<file path="src/ldf_pkg.sv">
package ldf_pkg;

  // Input kind codes.
  localparam logic KIND_BYTE  = 1'b0;
  localparam logic KIND_FLUSH = 1'b1;

  // Result kind codes.
  localparam logic RES_PAYLOAD    = 1'b0;
  localparam logic RES_FORMAT_ERR = 1'b1;

  // Header is four bytes, most significant first.
  localparam int unsigned HDR_BYTES = 4;
  localparam int unsigned HDR_CNT_W = $clog2(HDR_BYTES);
  localparam logic [HDR_CNT_W-1:0] HDR_LAST = HDR_CNT_W'(HDR_BYTES - 1);

  localparam int unsigned LEN_W = 32;
  localparam logic [LEN_W-1:0] MAX_LENGTH_RESET = 32'd4194304;

  // One accepted input word.
  typedef struct packed {
    logic       kind;
    logic [7:0] in_byte;
  } item_t;

  // One result word.
  typedef struct packed {
    logic             result_kind;
    logic [7:0]       payload_byte;
    logic             first_of_packet;
    logic             last_of_packet;
    logic [LEN_W-1:0] packet_length;
  } result_t;

endpackage

</file>
<file path="src/ldf_in_reg.sv">
module ldf_in_reg (
  input  logic           clk,
  input  logic           rst,
  input  logic           s_tvalid,
  output logic           s_tready,
  input  logic           s_tuser,   // kind
  input  logic [7:0]     s_tdata,   // in_byte
  input  logic           take,
  output logic           item_valid,
  output ldf_pkg::item_t item
);

  logic accept;

  // The stage takes a new word when empty or when its word moves on.
  assign s_tready = !item_valid || take;
  assign accept   = s_tvalid && s_tready;

  // Valid flag of the input stage.
  always_ff @(posedge clk) begin
    if (rst) begin
      item_valid <= 1'b0;
    end else if (accept) begin
      item_valid <= 1'b1;
    end else if (take) begin
      item_valid <= 1'b0;
    end
  end

  // Payload of the input stage.
  always_ff @(posedge clk) begin
    if (accept) begin
      item.kind    <= s_tuser;
      item.in_byte <= s_tdata;
    end
  end

endmodule

</file>
<file path="src/ldf_parser.sv">
module ldf_parser (
  input  logic                     clk,
  input  logic                     rst,
  input  logic                     cfg_we,
  input  logic [ldf_pkg::LEN_W-1:0] cfg_wdata,
  input  logic                     item_valid,
  input  ldf_pkg::item_t           item,
  input  logic                     buf_ready,
  output logic                     take,
  output logic                     res_valid,
  output ldf_pkg::result_t         res
);

  logic [ldf_pkg::LEN_W-1:0]     max_length;
  logic [ldf_pkg::HDR_CNT_W-1:0] header_bytes_seen, header_bytes_seen_next;
  logic [23:0]                   length_accumulator, length_accumulator_next;
  logic [ldf_pkg::LEN_W-1:0]     bytes_remaining, bytes_remaining_next;
  logic [ldf_pkg::LEN_W-1:0]     current_length, current_length_next;
  logic                          error_latched, error_latched_next;
  logic [ldf_pkg::LEN_W-1:0]     header_len;
  logic                          produce;

  assign take       = item_valid && buf_ready;
  assign res_valid  = take && produce;
  assign header_len = {length_accumulator, item.in_byte};

  // Limit register.
  always_ff @(posedge clk) begin
    if (rst) begin
      max_length <= ldf_pkg::MAX_LENGTH_RESET;
    end else if (cfg_we) begin
      max_length <= cfg_wdata;
    end
  end

  // Parse one word against the current state.
  always_comb begin
    header_bytes_seen_next  = header_bytes_seen;
    length_accumulator_next = length_accumulator;
    bytes_remaining_next    = bytes_remaining;
    current_length_next     = current_length;
    error_latched_next      = error_latched;
    produce                 = 1'b0;
    res                     = '0;
    if (item.kind == ldf_pkg::KIND_FLUSH) begin
      header_bytes_seen_next  = '0;
      length_accumulator_next = '0;
      bytes_remaining_next    = '0;
      current_length_next     = '0;
      error_latched_next      = 1'b0;
    end else if (!error_latched) begin
      if (bytes_remaining != '0) begin
        // Payload byte of the packet in flight.
        produce                 = 1'b1;
        res.result_kind         = ldf_pkg::RES_PAYLOAD;
        res.payload_byte        = item.in_byte;
        res.first_of_packet     = (bytes_remaining == current_length);
        res.last_of_packet      = (bytes_remaining == ldf_pkg::LEN_W'(1));
        res.packet_length       = current_length;
        bytes_remaining_next    = bytes_remaining - ldf_pkg::LEN_W'(1);
      end else if (header_bytes_seen != ldf_pkg::HDR_LAST) begin
        // Gather another header byte.
        length_accumulator_next = header_len[23:0];
        header_bytes_seen_next  = header_bytes_seen + ldf_pkg::HDR_CNT_W'(1);
      end else begin
        // Header complete: start a packet, skip an empty one, or flag oversize.
        header_bytes_seen_next  = '0;
        length_accumulator_next = '0;
        if (header_len > max_length) begin
          produce             = 1'b1;
          res.result_kind     = ldf_pkg::RES_FORMAT_ERR;
          res.packet_length   = header_len;
          error_latched_next  = 1'b1;
        end else if (header_len != '0) begin
          bytes_remaining_next = header_len;
          current_length_next  = header_len;
        end
      end
    end
  end

  // Parser state.
  always_ff @(posedge clk) begin
    if (rst) begin
      header_bytes_seen  <= '0;
      length_accumulator <= '0;
      bytes_remaining    <= '0;
      current_length     <= '0;
      error_latched      <= 1'b0;
    end else if (take) begin
      header_bytes_seen  <= header_bytes_seen_next;
      length_accumulator <= length_accumulator_next;
      bytes_remaining    <= bytes_remaining_next;
      current_length     <= current_length_next;
      error_latched      <= error_latched_next;
    end
  end

  // A flush leaves the parser idle and clear of error.
  a_flush_clears: assert property (@(posedge clk) disable iff (rst)
    take && item.kind == ldf_pkg::KIND_FLUSH |=> !error_latched && bytes_remaining == '0
      && header_bytes_seen == '0)
    else $error("flush did not clear parser state");

  // A format error is only reported once until the next flush.
  a_single_error: assert property (@(posedge clk) disable iff (rst)
    res_valid && res.result_kind == ldf_pkg::RES_FORMAT_ERR |=> error_latched)
    else $error("format error not latched");

  // Payload never flows while an error is latched.
  a_no_payload_in_error: assert property (@(posedge clk) disable iff (rst)
    error_latched |-> !res_valid)
    else $error("result given while error latched");

  // The packet in flight never exceeds its own length.
  a_remaining_bound: assert property (@(posedge clk) disable iff (rst)
    bytes_remaining <= current_length)
    else $error("remaining count above packet length");

endmodule

</file>
<file path="src/ldf_out_buf.sv">
module ldf_out_buf (
  input  logic             clk,
  input  logic             rst,
  input  logic             push,
  input  ldf_pkg::result_t push_data,
  output logic             buf_ready,
  output logic             m_tvalid,
  input  logic             m_tready,
  output ldf_pkg::result_t head
);

  logic [1:0]       count;
  ldf_pkg::result_t slot1;
  logic             pop;

  assign m_tvalid  = (count != 2'd0);
  assign buf_ready = (count != 2'd2);
  assign pop       = m_tvalid && m_tready;

  // Occupancy of the two-word buffer.
  always_ff @(posedge clk) begin
    if (rst) begin
      count <= 2'd0;
    end else if (push && !pop) begin
      count <= count + 2'd1;
    end else if (pop && !push) begin
      count <= count - 2'd1;
    end
  end

  // Head word and skid word.
  always_ff @(posedge clk) begin
    if (pop) begin
      if (count == 2'd2) begin
        head <= slot1;
      end else if (push) begin
        head <= push_data;
      end
    end else if (push) begin
      if (count == 2'd0) begin
        head <= push_data;
      end else begin
        slot1 <= push_data;
      end
    end
  end

  // Never written while full.
  a_no_overflow: assert property (@(posedge clk) disable iff (rst)
    push |-> count != 2'd2)
    else $error("result buffer overflow");

  // Occupancy stays within two words.
  a_count_bound: assert property (@(posedge clk) disable iff (rst)
    count != 2'd3)
    else $error("result buffer count out of range");

endmodule

</file>
<file path="src/length_prefixed_deframer_unit.sv">
// Path: a word accepted into the input register passes the combinational parser and is
// registered in the result buffer, whose head word drives m_*.
// Throughput: one word per cycle unless the result buffer is full, set by the
// combinational parser between the input register and the two-word result buffer.
// Reset: rst is synchronous and active high; it clears the parser and both buffers,
// and sets max_length to 4194304.
module length_prefixed_deframer_unit (
  input  logic        clk,
  input  logic        rst,
  input  logic        cfg_we,
  input  logic [31:0] cfg_wdata,  // max_length
  input  logic        s_tvalid,
  output logic        s_tready,
  input  logic        s_tuser,    // kind
  input  logic [7:0]  s_tdata,    // in_byte
  output logic        m_tvalid,
  input  logic        m_tready,
  output logic [1:0]  m_tuser,    // result_kind, first_of_packet
  output logic [39:0] m_tdata,    // payload_byte, packet_length
  output logic        m_tlast     // last_of_packet
);

  logic             item_valid;
  ldf_pkg::item_t   item;
  logic             take;
  logic             buf_ready;
  logic             res_valid;
  ldf_pkg::result_t res;
  ldf_pkg::result_t head;

  ldf_in_reg u_in_reg (
    .clk        (clk),
    .rst        (rst),
    .s_tvalid   (s_tvalid),
    .s_tready   (s_tready),
    .s_tuser    (s_tuser),
    .s_tdata    (s_tdata),
    .take       (take),
    .item_valid (item_valid),
    .item       (item)
  );

  ldf_parser u_parser (
    .clk        (clk),
    .rst        (rst),
    .cfg_we     (cfg_we),
    .cfg_wdata  (cfg_wdata),
    .item_valid (item_valid),
    .item       (item),
    .buf_ready  (buf_ready),
    .take       (take),
    .res_valid  (res_valid),
    .res        (res)
  );

  ldf_out_buf u_out_buf (
    .clk       (clk),
    .rst       (rst),
    .push      (res_valid),
    .push_data (res),
    .buf_ready (buf_ready),
    .m_tvalid  (m_tvalid),
    .m_tready  (m_tready),
    .head      (head)
  );

  // Pack the result word onto the stream ports.
  assign m_tuser = {head.first_of_packet, head.result_kind};
  assign m_tdata = {head.packet_length, head.payload_byte};
  assign m_tlast = head.last_of_packet;

endmodule
</file>
<file path="config.mk">
export PLATFORM = sky130hd
export DESIGN_NAME = length_prefixed_deframer_unit
export DESIGN_NICKNAME = d
export VERILOG_FILES = /design/src/ldf_pkg.sv /design/src/ldf_in_reg.sv /design/src/ldf_parser.sv /design/src/ldf_out_buf.sv /design/src/length_prefixed_deframer_unit.sv
export SDC_FILE = /design/constraint.sdc
export NUM_CORES = 1
export LEC_CHECK = 0
export BUFFER_PORTS_ARGS = -buffer_cell sky130_fd_sc_hd__buf_2
export CORE_MARGIN = 3
export CORE_UTILIZATION = 40
export CTS_CLUSTER_SIZE = 14
export DETAILED_ROUTE_END_ITERATION = 8
export GPL_TIMING_DRIVEN = 0
export HOLD_SLACK_MARGIN = 0.1
export PLACE_DENSITY = 0.62
export RECOVER_POWER = 50
export SLEW_MARGIN = 10
export SYNTH_ARGS = -nofsm -noshare
export SYNTH_HDL_FRONTEND = slang
export SYNTH_SLANG_ARGS = --single-unit
</file>
<file path="constraint.sdc">
create_clock -name clk -period 10.3 [get_ports clk]
set_input_delay 0.515 -clock clk [delete_from_list [all_inputs] [get_ports clk]]
set_output_delay 0.515 -clock clk [all_outputs]
set_load 0.01 [all_outputs]
</file>
Yosys cells after proc, flatten, opt, wreduce, memory -nomap -nowiden
Index checks and enable logic that the tools add are counted.
- bits in registers: 221
- output and inout bits: 45
- logic and storage cells: 104
- $add $sub $neg: 4
- order comparisons: 1
- eq/ne operators: 11
- multiplexer cells: 40
- bitwise gates (word level): 2
- reductions and logical operators: 26
- operators by type and width (operator ; count):
    $mux 32 ; 12
    $mux 43 ; 7
    $mux 24 ; 4
    $reduce_bool 32->1 ; 2
    $eq 32x1->1 const B ; 1
    $eq 32x32->1 ; 1
    $gt 32x32->1 ; 1
    $sub 32x1->32 const B ; 1
    $reduce_bool 2->1 ; 7
    $mux 2 ; 6
    $ne 2x2->1 const B ; 6
    $mux 1 ; 10
    $mux 10 ; 1
    $reduce_and 3->1 ; 3
    $logic_and 1x1->1 ; 6
    $ne 3x2->1 const B ; 2
    $reduce_and 6->1 ; 1
    $reduce_and 5->1 ; 1
    $add 2x1->2 const B ; 2
    $logic_not 1->1 ; 3
    $reduce_bool 3->1 ; 1
    $eq 2x2->1 const B ; 1
    $logic_not 2->1 ; 1
    $not 1->1 ; 2
    other kinds (2) ; 2

Logic depth before layout (Yosys ltp)
Gate-level depths: netlist of the first run.
- word-level depth: 11
- gate-level depth with buffers: 14
- gate-level depth less buffers: 14

Cells and area by module
From an unflattened synthesis of the first run, not the netlist that was laid out.
- cells, all modules: 1064
- area total of the unflattened synthesis: 11001.8 µm²
- modules (own cells, without submodules) (module ; instances ; cells an instance ; area each (µm²)):
    ldf_parser ; 1 ; 900 ; 7260.7
    ldf_out_buf ; 1 ; 150 ; 3415.8
    ldf_in_reg ; 1 ; 14 ; 325.3

Least setup slack after synthesis of the first run
Ideal clock, no wire load.
- path type: register to register
- from: register, netlist name u_in_reg.item[7]
- to: register u_out_buf.slot1[0] (netlist bit) (enable)
- arrival: 4.913 ns
- required time: 9.803 ns
- slack: 4.890 ns
- stages on the path, launching flop included: 9
- buffers on the path: 0
- period minus slack after synthesis: 5.410 ns
- path through: edfxtp_1 > ha_1 > nand2_1 > or4_1 > a21oi_1 > o31a_1 > o21a_2 > o21ai_0 > nor3_1
- word-level cells in the longest chain between the ends: 8
- RTL lines (what ; line ; source):
    $gt 32x32->1 ; ldf_parser.sv:69 ; if (header_len > max_length) begin
    $mux 1 ; ldf_parser.sv:69 ;
    $mux 1 ; ldf_parser.sv:61 ; end else if (header_bytes_seen != ldf_pkg::HDR_LAST) begin
    $mux 1 ; ldf_parser.sv:52 ; if (bytes_remaining != '0) begin
    $mux 1 ; ldf_parser.sv:51 ; end else if (!error_latched) begin
    $mux 1 ; ldf_parser.sv:45 ; if (item.kind == ldf_pkg::KIND_FLUSH) begin
    $logic_and 1x1->1 ; ldf_parser.sv:24 ; assign res_valid = take && produce;
    $reduce_and 3->1 (no line) ; n/a ;
    end signal, assigned ; ldf_out_buf.sv:43 ; slot1 <= push_data;
    end, declared ; ldf_out_buf.sv:13 ; ldf_pkg::result_t slot1;
No other way between the ends.
A chain may end at the register's enable or synchronous reset.

Worst setup path in the final report of the first run
- from: register u_parser.bytes_remaining[4] (netlist bit)
- to: register u_parser.current_length[17] (netlist bit)
- word-level cells in the longest chain between the ends: 3
- RTL lines (what ; line ; source):
    start, declared ; ldf_parser.sv:17 ; logic [ldf_pkg::LEN_W-1:0] bytes_remaining, bytes_remaining_next;
    start signal, assigned ; ldf_parser.sv:93 ; bytes_remaining <= bytes_remaining_next;
    $reduce_bool 32->1 ; ldf_parser.sv:52 ;
    $ne 2x2->1 (no line) ; n/a ;
    $reduce_and 6->1 (no line) ; n/a ;
    end signal, assigned ; ldf_parser.sv:94 ; current_length <= current_length_next;
    end, declared ; ldf_parser.sv:18 ; logic [ldf_pkg::LEN_W-1:0] current_length, current_length_next;
No other way between the ends.

==> results of run 1 <==
[placed cells by master (no fill, tap or decap), types with 4 or more instances in the layout]
cell type / n
dfxtp_1: 126
buf_2: 50
a21oi_1: 67
nand4_1: 20
ha_1: 38
xnor2_1: 42
nor4_2: 4
nand3_1: 36
o211ai_1: 7
clkbuf_16: 25
clkinv_1: 4
o2bb2ai_1: 6
nor3_1: 15
a22o_4: 28
buf_4: 5
mux2i_1: 36
nor4_1: 25
nor2_1: 96
or4_1: 6
nor2b_1: 4
o21ai_0: 20
mux2_2: 15
a22o_1: 5
o2111ai_1: 8
a211oi_1: 6
nand2_1: 93
edfxtp_1: 95
a31o_1: 31
inv_1: 48
o22ai_1: 8
and2_0: 8
clkbuf_1: 104
mux2_4: 28
buf_6: 6
[power by group through the flow]
stage	logic (mW)	clock network [mW]	registers [mW]
2_1_floorplan	1.72	0	1.14
3_3_place_gp	2.31	0	1.17
3_5_place_dp	2.33	0	1.16
4_1_cts	2.35	0.876	1.14
5_1_grt	2.50	0.914	1.16
6_report	2.29	0.861	1.15
[state kept, by name, summed over array words and instances, names as in the netlist]
name and cells:
u_in_reg.item_valid 1, u_parser.current_length 32, u_in_reg.item 9, u_out_buf.head 43
u_out_buf.count 2, u_parser.error_latched 1, u_out_buf.slot1 43, u_parser.bytes_remaining 32
u_parser.header_bytes_seen 2, u_parser.max_length 32, u_parser.length_accumulator 24
[how the worst min path moves through the flow]
stage                                                to  slack (ns)
after CTS                              u_in_reg.item[1]        0.15
final                                  u_in_reg.item[1]        0.17
after detailed placement  u_parser.header_bytes_seen[1]        0.46
after global placement    u_parser.header_bytes_seen[1]        0.44
after floorplan           u_parser.header_bytes_seen[1]        0.44
after global routing                   u_in_reg.item[3]        0.16
[per-layer routing]
layer  track usage [%]  wire, um  part of all wire, %
met1              27.0     13500                   43
met2              32.4     14200                   45
met3              3.59      2420                  7.7
met4              7.94      1300                  4.1
met5                 0         0                    0
[worst max-delay path: stages, from the launching register on]
cell and delay (ns):
dfxtp_1 0.29, clkbuf_1 0.19, nor4_1 0.99, nand3_1 0.22
nor3_1 0.27, nand2_1 0.23, a21boi_0 1.03, nand3_1 0.85
clkbuf_1 0.48, a31o_1 0.31
[cells by family (layout without fill, tap and decap cells)]
| family | after synthesis | after routing | synth area share (%) |
|---|---|---|---|
| AOI/OAI and AO/OA | 217 | 217 | 16.0 |
| xor gates and xnor gates | 44 | 44 | 3.44 |
| adders and majority gates | 38 | 38 | 4.24 |
| buffers and inverters | 115 | 253 | 4.88 |
| DFF | 221 | 221 | 48.0 |
| muxes | 79 | 79 | 8.48 |
| and+or+nand+nor | 331 | 331 | 15.0 |
[final cells by class]
type | instances | area share, %
well taps | 372 | 3.64
clock buffers | 34 | 5.24
multi-input cells | 709 | 41.0
inverters | 48 | 1.41
repair buffers | 92 | 3.33
flip-flops and latches | 221 | 42.1
clock inverters | 12 | 0.891
plain buffers | 67 | 2.47
[metrics by stage]
step,util [%],instance area (sq um),std cells,power [mW],setup WS (ns)
after CTS,47.5,13000,1555,4.37,6.05
final,46.9,12800,1555,4.30,5.28
after detailed placement,44.7,12200,1509,3.49,6.03
after floorplan,-,11200,1045,2.85,4.89
after global routing,46.9,12800,1555,4.57,4.85
after global placement,44.4,12100,1505,3.47,3.19
==> results.ini, run 1 <==
[critical_path]
critPathLaunch = u_parser.bytes_remaining[4]
rrSetupSlack_ns = 5.28
cp-end-kind = register
reg2reg_to = u_parser.current_length[17]
cp-start-kind = register
rr_worst_depth = 9
r2r_start = u_parser.bytes_remaining[4]
critical_path_class = register to register
arrival_ns = 5.43
critPathCapture = u_parser.current_length[17]
crit_required_ns = 10.71
worstPathMaxFanout = 10

[timing]
rsz0062_at_grt = false
holdWs_ns = 0.168
slew_violations = 0
setup-tns-final_ns = 0
relSlewSlack_pct = 15.8
clock.fmax_mhz = 199
period_needed_ns = 5.02
hold_viol_final = 0
setup_viol = 0
worst_slew_pin_slew_ns = 1.25
worst_clock_skew_ns = 0.0269
period_share_pct = 48.7

[cts]
cts_tree = yes
cts.clk_slew.worst_paths_ns = 0.06
cts_max_level = 1
cts_buffers = 25
clock-sinks = 221
ctsResizeCount = 0
root_buffer = clkbuf_16
clockBufferDepth = 3
clock_latency_ns = 0.54
cts_setup_buffers = 0
cts_hold_buf = 0

[die]
rows = 60
chipWidth_um = 173
die-height_um = 173
ios = 91
core-area_sq_mm = 0.0273
dieArea_sq_mm = 0.0301
initial_utilization_pct = 41.1

[global_routing]
grt_pass1_wl_um = 48000
antenna_found_initial = 0
gr-total-overflow = 0
grt_pass1_vias = 8332
grt_usage_pct = 20.1
grt_max_degree = 28

[power_and_ir_drop]
seq_power_share_pct = 26.6
power_density_mw_per_mm2 = 336
switchingPower_mw = 1.98
vdd_drop_max_uv = 229
p_comb_share_pct = 53.3
leakagePower_nw = 4.85
swShare_pct = 46.1
p_clk_share_pct = 20.0
internal-power_mw = 2.32

[synthesis]
yosys_warnings = 0
synth_edf_count = 95
synth-seq-cells = 221
syn_inst = 1045
synth_top_area_cell = edfxtp_1
ys_top_cells_by_area = edfxtp_1, dfxtp_1, a22o_4, ha_1, mux2_4
seq_area_frac_synth_pct = 48.0
synth.net_count = 1129
synth_cell_types = 69
yosysMostFrequentCell = dfxtp_1
yosysTopAreaCellShare_pct = 25.5
synth_commonest_cells = dfxtp_1, nor2_1, edfxtp_1, nand2_1, a21oi_1
ys.flop_type = dfxtp_1
ys_async_sr_fraction_pct = 0
syn_avg_cell_area_sq_um = 10.7
netlist_area_sq_mm = 0.0112

[route]
wire_per_inst_um = 20.2
first_pass_iters = 5
routed_via_density = 5.53
vias = 8597
postRouteAntennaNets = 0
drc = 0
drt_iter0_markers = 641
wirelength_um = 31400

[min_path]
hp-class = input port to register
min-delay-start = s_tdata[1]
hold_depth = 1

[finish]
multi_input_area_sq_mm = 0.00524
syn2layout_area_growth_pct = 14.1
num_antenna_cells = 0
fillers = 2618
fin_nets = 1248
seq_area_sq_mm = 0.00538
drive_gt1_share_pct = 15.7

[place]
port_buffers = 88
gp_congestion = 0.927
hpwl_um = 22800

[run_status]
status = finished clean

[flow_run]
cap_violations = 0

(Power assumes the default switching activity.)
==> run 2: changes to the inputs <==
--- a/config.mk
+++ b/config.mk
@@ -12,7 +12,7 @@
 export DETAILED_ROUTE_END_ITERATION = 8
 export GPL_TIMING_DRIVEN = 0
 export HOLD_SLACK_MARGIN = 0.1
-export PLACE_DENSITY = 0.62
+export PLACE_DENSITY = 0.64
 export RECOVER_POWER = 50
 export SLEW_MARGIN = 10
 export SYNTH_ARGS = -nofsm -noshare
==> constraint.sdc (replaced) <==
create_clock -name clk -period 4.3 [get_ports clk]
set_input_delay 0.215 -clock clk [delete_from_list [all_inputs] [get_ports clk]]
set_output_delay 0.215 -clock clk [all_outputs]
set_load 0.01 [all_outputs]
==> results.ini, run 2 (same netlist as run 1, synthesis figures left out) <==
[timing]
period_needed_ns = 3.89  ; -1.12 ns
period_share_pct = 90.6  ; +42 points
setup-tns-final_ns = 0  ; unchanged
worst_slew_pin_slew_ns = 1.06  ; -0.195 ns
worst_clock_skew_ns = 0.0156  ; -0.0112 ns
relSlewSlack_pct = 29.3  ; +13 points
clock.fmax_mhz = 257  ; +29%
setup_viol = 0  ; unchanged
rsz0062_at_grt = false
slew_violations = 0  ; unchanged
hold_viol_final = 0  ; unchanged

[route]
first_pass_iters = 5  ; unchanged
drt_iter0_markers = 638  ; -0.47%
routed_via_density = 5.44  ; -1.6%
postRouteAntennaNets = 0  ; unchanged
vias = 8706  ; +1.3%
wirelength_um = 31600  ; +0.59%
wire_per_inst_um = 19.7  ; -2.2%
drc = 0  ; unchanged

[place]
hpwl_um = 22800  ; -0.19%
placed_cells = 1508  ; -0.066%
gp_congestion = 0.959  ; +3.4%
port_buffers = 88  ; unchanged

[die]
rows = 60  ; unchanged
chipWidth_um = 173  ; unchanged
initial_utilization_pct = 41.1  ; unchanged
dieArea_sq_mm = 0.0301  ; unchanged
core-area_sq_mm = 0.0273  ; unchanged
ios = 91  ; unchanged
die-height_um = 173  ; unchanged

[critical_path]
arrival_ns = 4.12  ; -1.31 ns
critical_path_class = register to register
critPathCapture = u_out_buf.head[19]
reg2reg_to = u_out_buf.head[19]
r2r_start = u_parser.length_accumulator[7]
cp-end-kind = register
crit_required_ns = 4.53  ; -6.18 ns
worstPathMaxFanout = 27  ; +17
critPathLaunch = u_parser.length_accumulator[7]
cp-start-kind = register
rrSetupSlack_ns = 0.41  ; -4.88 ns
rr_worst_depth = 10  ; +1

[global_routing]
grt_pass1_vias = 8819  ; +5.8%
gr-total-overflow = 0  ; unchanged
grt_usage_pct = 20.8  ; +0.66 points
grt_max_degree = 28  ; unchanged
grt_pass1_wl_um = 49900  ; +4.0%
antenna_found_initial = 3  ; +3

[cts]
clock_latency_ns = 0.53  ; about the same
cts.clk_slew.worst_paths_ns = 0.06  ; about the same
ctsResizeCount = 0  ; unchanged
cts_max_level = 1  ; unchanged
cts_buffers = 26  ; +4.0%
clock-sinks = 221  ; unchanged
root_buffer = clkbuf_16
cts_tree = yes
clockBufferDepth = 3  ; unchanged

[power_and_ir_drop]
power_density_mw_per_mm2 = 784  ; +130%
vdd_drop_max_uv = 420  ; +83%
totalPowerFinal_mw = 10.4  ; +140%
leakagePower_nw = 5.08  ; +4.8%

[finish]
largest_registers = u_out_buf.head (43), u_out_buf.slot1 (43)
final_cell_count_no_fill = 1600  ; +2.9%
layout_commonest_cell = dfxtp_1
drive_gt1_share_pct = 15.4  ; -0.32 points
fin_nets = 1291  ; +3.4%
final_cell_mix = dfxtp_1, clkbuf_1, nor2_1
utilization_pct = 48.9  ; +2.0 points
syn2layout_area_growth_pct = 18.9

[run_status]
status = finished clean

[flow_run]
cap_violations = 0  ; unchanged

[min_path]
hp-class = input port to register

## run 2: how the worst min path moves through the flow
stage	from	to	slack, ns	cells past startpoint
finish	cfg_we	u_parser.max_length[0]	0.16	3
global route	cfg_we	u_parser.max_length[0]	0.20	3
CTS	cfg_we	u_parser.max_length[31]	0.15	3
detailed placement	s_tdata[5]	u_in_reg.item[5]	0.39	1
global placement	s_tdata[5]	u_in_reg.item[5]	0.39	1
floorplan	s_tdata[0]	u_in_reg.item[0]	0.31	0
## run 2: timing repair
item                                   CTS  global route
setup buffers                            0             0
hold buffers                            43             0
endpoints found under the hold margin   47             0
## run 2: stage by stage
stage | worst slack [ns] | hold slack [ns] | cell area (sq um)
3_5_place_dp | 0.523 | 0.394 | 12200
4_1_cts | 0.488 | 0.149 | 13400
3_3_place_gp | -0.930 | 0.394 | 12100
6_report | 0.406 | 0.160 | 13300
5_1_grt | 0.219 | 0.195 | 13300
2_1_floorplan | 0.219 | 0.314 | 11200
## run 2: worst max-delay path: stages (launching register included)
cell and delay (ns):
dfxtp_1 0.66, ha_1 0.26, nand4_1 0.18, or4_1 0.56
a21oi_1 0.14, o31a_1 0.22, o21a_1 0.22, o21ai_0 0.25
ha_1 0.32, a21oi_4 0.51, buf_12 0.27
## run 2: final cells by class
type / count / area [sq um]
diodes: 1 / 2.50
plain buffers: 67 / 345
clock buffers: 37 / 723
multi-input cells: 709 / 5270
fillers: 2534 / 13900
repair buffers: 134 / 861
inverters: 48 / 180
flip-flops and latches: 221 / 5380
well taps: 372 / 465
clock inverters: 11 / 103
## run 2: power by group
group          internal (mW)  switching [mW]  leakage, nW
combinational           1.90            3.65         2.77
clock                   1.28           0.858        0.401
sequential              2.48           0.271         1.91
## run 2: metal layers
metal / GRT usage, % / up-vias / share of wire, %
met5: 0 / - / 0
met4: 7.33 / 0 / 3.4
met3: 3.42 / 73 / 6.8
met2: 34.1 / 282 / 46
met1: 27.9 / 4166 / 44
li1: - / 4185 / -
==> run 3: changes to the inputs <==
--- a/config.mk
+++ b/config.mk
@@ -6,14 +6,16 @@
 export NUM_CORES = 1
 export LEC_CHECK = 0
 export BUFFER_PORTS_ARGS = -buffer_cell sky130_fd_sc_hd__buf_2
+export CELL_PAD_IN_SITES_DETAIL_PLACEMENT = 1
+export CELL_PAD_IN_SITES_GLOBAL_PLACEMENT = 2
 export CORE_MARGIN = 3
-export CORE_UTILIZATION = 40
+export CORE_UTILIZATION = 36
 export CTS_CLUSTER_SIZE = 14
 export DETAILED_ROUTE_END_ITERATION = 8
 export GPL_TIMING_DRIVEN = 0
 export HOLD_SLACK_MARGIN = 0.1
-export PLACE_DENSITY = 0.64
-export RECOVER_POWER = 50
+export PLACE_DENSITY = 0.81
+export RECOVER_POWER = 100
 export SLEW_MARGIN = 10
 export SYNTH_ARGS = -nofsm -noshare
 export SYNTH_HDL_FRONTEND = slang
==> results.ini, run 3 (same netlist as run 1, synthesis figures left out) <==
[timing]
worst_slew_pin_slew_ns = 1.18  ; +0.118 ns
rsz0062_at_grt = false
period_needed_ns = 4.02  ; +0.129 ns
slew_violations = 0  ; unchanged
setup_viol = 0  ; unchanged
worst_clock_skew_ns = 0.0290  ; +0.0134 ns
period_share_pct = 93.6  ; +3.0 points
clock.fmax_mhz = 249  ; -3.2%
hold_viol_final = 0  ; unchanged
relSlewSlack_pct = 21.4  ; -7.9 points
holdWs_ns = 0.160  ; -0.000253 ns

[die]
core-area_sq_mm = 0.0302  ; +11%
ios = 91  ; unchanged
rows = 63  ; +5.0%
dieArea_sq_mm = 0.0333  ; +11%
die-height_um = 182  ; +5.2%
chipWidth_um = 182  ; +5.2%
initial_utilization_pct = 37.1  ; -4.0 points

[min_path]
hp-class = input port to register
min-delay-start = cfg_we
min_to = u_parser.max_length[1]
hold_depth = 3  ; unchanged

[critical_path]
rrSetupSlack_ns = 0.28  ; -0.13 ns
cp-end-kind = register
worstPathMaxFanout = 10  ; -63%
r2r_start = u_parser.bytes_remaining[17]
cp-start-kind = register
rr_worst_depth = 8  ; -2
critical_path_class = register to register
crit_required_ns = 4.57  ; +0.04 ns
arrival_ns = 4.29  ; +0.17 ns
reg2reg_to = u_out_buf.head[17]

[cts]
clockBufferDepth = 3  ; unchanged
cts_setup_buffers = 0  ; unchanged
cts_max_level = 1  ; unchanged
clock_latency_ns = 0.55  ; +0.02 ns
root_buffer = clkbuf_16
cts_buffers = 27  ; +3.8%
clock-sinks = 221  ; unchanged
cts.clk_slew.worst_paths_ns = 0.06  ; about the same
ctsResizeCount = 0  ; unchanged
cts_tree = yes

[place]
placed_cell_area_sq_mm = 0.0122  ; +0.19%
port_buffers = 88  ; unchanged
hpwl_um = 25500  ; +12%
gp_congestion = 0.907  ; -5.4%

[power_and_ir_drop]
leakagePower_nw = 5.04  ; -0.83%
power_density_mw_per_mm2 = 819  ; +4.5%
totalPowerFinal_mw = 10.9  ; +4.0%
vdd_drop_max_uv = 550  ; +31%

[finish]
drive_gt1_share_pct = 13.3  ; -2.1 points
final_area_sq_mm = 0.0133  ; -0.50%
fin_nets = 1292  ; +0.077%
syn2layout_area_growth_pct = 18.3
layout_commonest_cell = dfxtp_1
largest_registers = u_out_buf.head (43), u_out_buf.slot1 (43)
final_cell_mix = dfxtp_1, nor2_1, edfxtp_1
num_antenna_cells = 0  ; -1

[route]
drc = 0  ; unchanged
wirelength_um = 35400  ; +12%
routed_via_density = 5.47  ; +0.47%
drt_iter0_markers = 579  ; -9.2%
vias = 8851  ; +1.7%
first_pass_iters = 5  ; unchanged
postRouteAntennaNets = 0  ; unchanged
wire_per_inst_um = 21.8  ; +11%

[flow_run]
cap_violations = 0  ; unchanged

[global_routing]
grt_usage_pct = 21.0  ; +0.19 points
grt_max_degree = 28  ; unchanged
antenna_found_initial = 1  ; -2
gr-total-overflow = 0  ; unchanged
grt_pass1_vias = 9313  ; +5.6%
grt_pass1_wl_um = 54800  ; +9.8%

[run_status]
status = finished clean

[run 3: changes by cell type in the layout (fill, tap and decap cells not counted), moves of 4 or more]
cell      change
mux2_1       +30
clkbuf_1     -10
mux2_4       -28
clkinv_1      +4
buf_2         +5
[run 3: worst max-delay path by stage]
stage | from | to | cells after the start
2_1_floorplan | u_in_reg.item[7] | u_out_buf.slot1[0] | 8
3_3_place_gp | u_in_reg.item[7] | u_out_buf.slot1[19] | 8
3_5_place_dp | u_in_reg.item[7] | u_out_buf.head[19] | 10
4_1_cts | u_in_reg.item[7] | u_out_buf.head[19] | 10
5_1_grt | u_parser.bytes_remaining[16] | u_parser.current_length[21] | 10
6_report | u_parser.bytes_remaining[17] | u_out_buf.head[17] | 8
[run 3: worst max-delay path: stages, from the launching register on]
cell and delay (ns):
dfxtp_1 0.30, clkbuf_2 0.16, nor4_1 0.49, nand4_1 0.38
nor4_1 0.86, nor3_1 0.38, clkbuf_1 0.48, a22o_4 0.40
mux2_1 0.30
[run 3: metrics by stage]
stage / instances / setup slack, ns / setup TNS (ns) / utilization, %
global route: 1619 / 0.0985 / 0 / 43.9
floorplan: 1045 / 0.219 / 0 / -
finish: 1619 / 0.277 / 0 / 43.9
CTS: 1619 / 0.389 / 0 / 44.8
detailed placement: 1526 / 0.405 / 0 / 40.4
global placement: 1523 / -1.02 / -63.90 / 40.2
[run 3: final cells by class]
type                       count  area, sq um
clock inverter                17          158
sequential                   221         5380
clock buffer                  33          728
multi-input combinational    709         5130
timing repair buffer         134          856
fill                        3361        16900
inverter                      48          180
buffer                        67          342
tap                          390          488
[run 3: repair_timing]
item | CTS | global route
endpoints found under the hold margin | 48 | 0
hold buffers | 43 | 0
setup endpoints to repair | 0 | 0
[run 3: routing by layer]
layer | GRT usage, % | vias to the layer above | part of all wire, %
met2 | 36.5 | 186 | 48
met5 | 0 | - | 0
li1 | - | 4168 | -
met4 | 5.51 | 0 | 2.6
met3 | 2.53 | 52 | 4.1
met1 | 27.7 | 4445 | 45
[run 3: report_power, final]
part / internal, mW / switching (mW)
logic: 1.90 / 3.89
clock network: 1.38 / 0.914
registers: 2.49 / 0.285
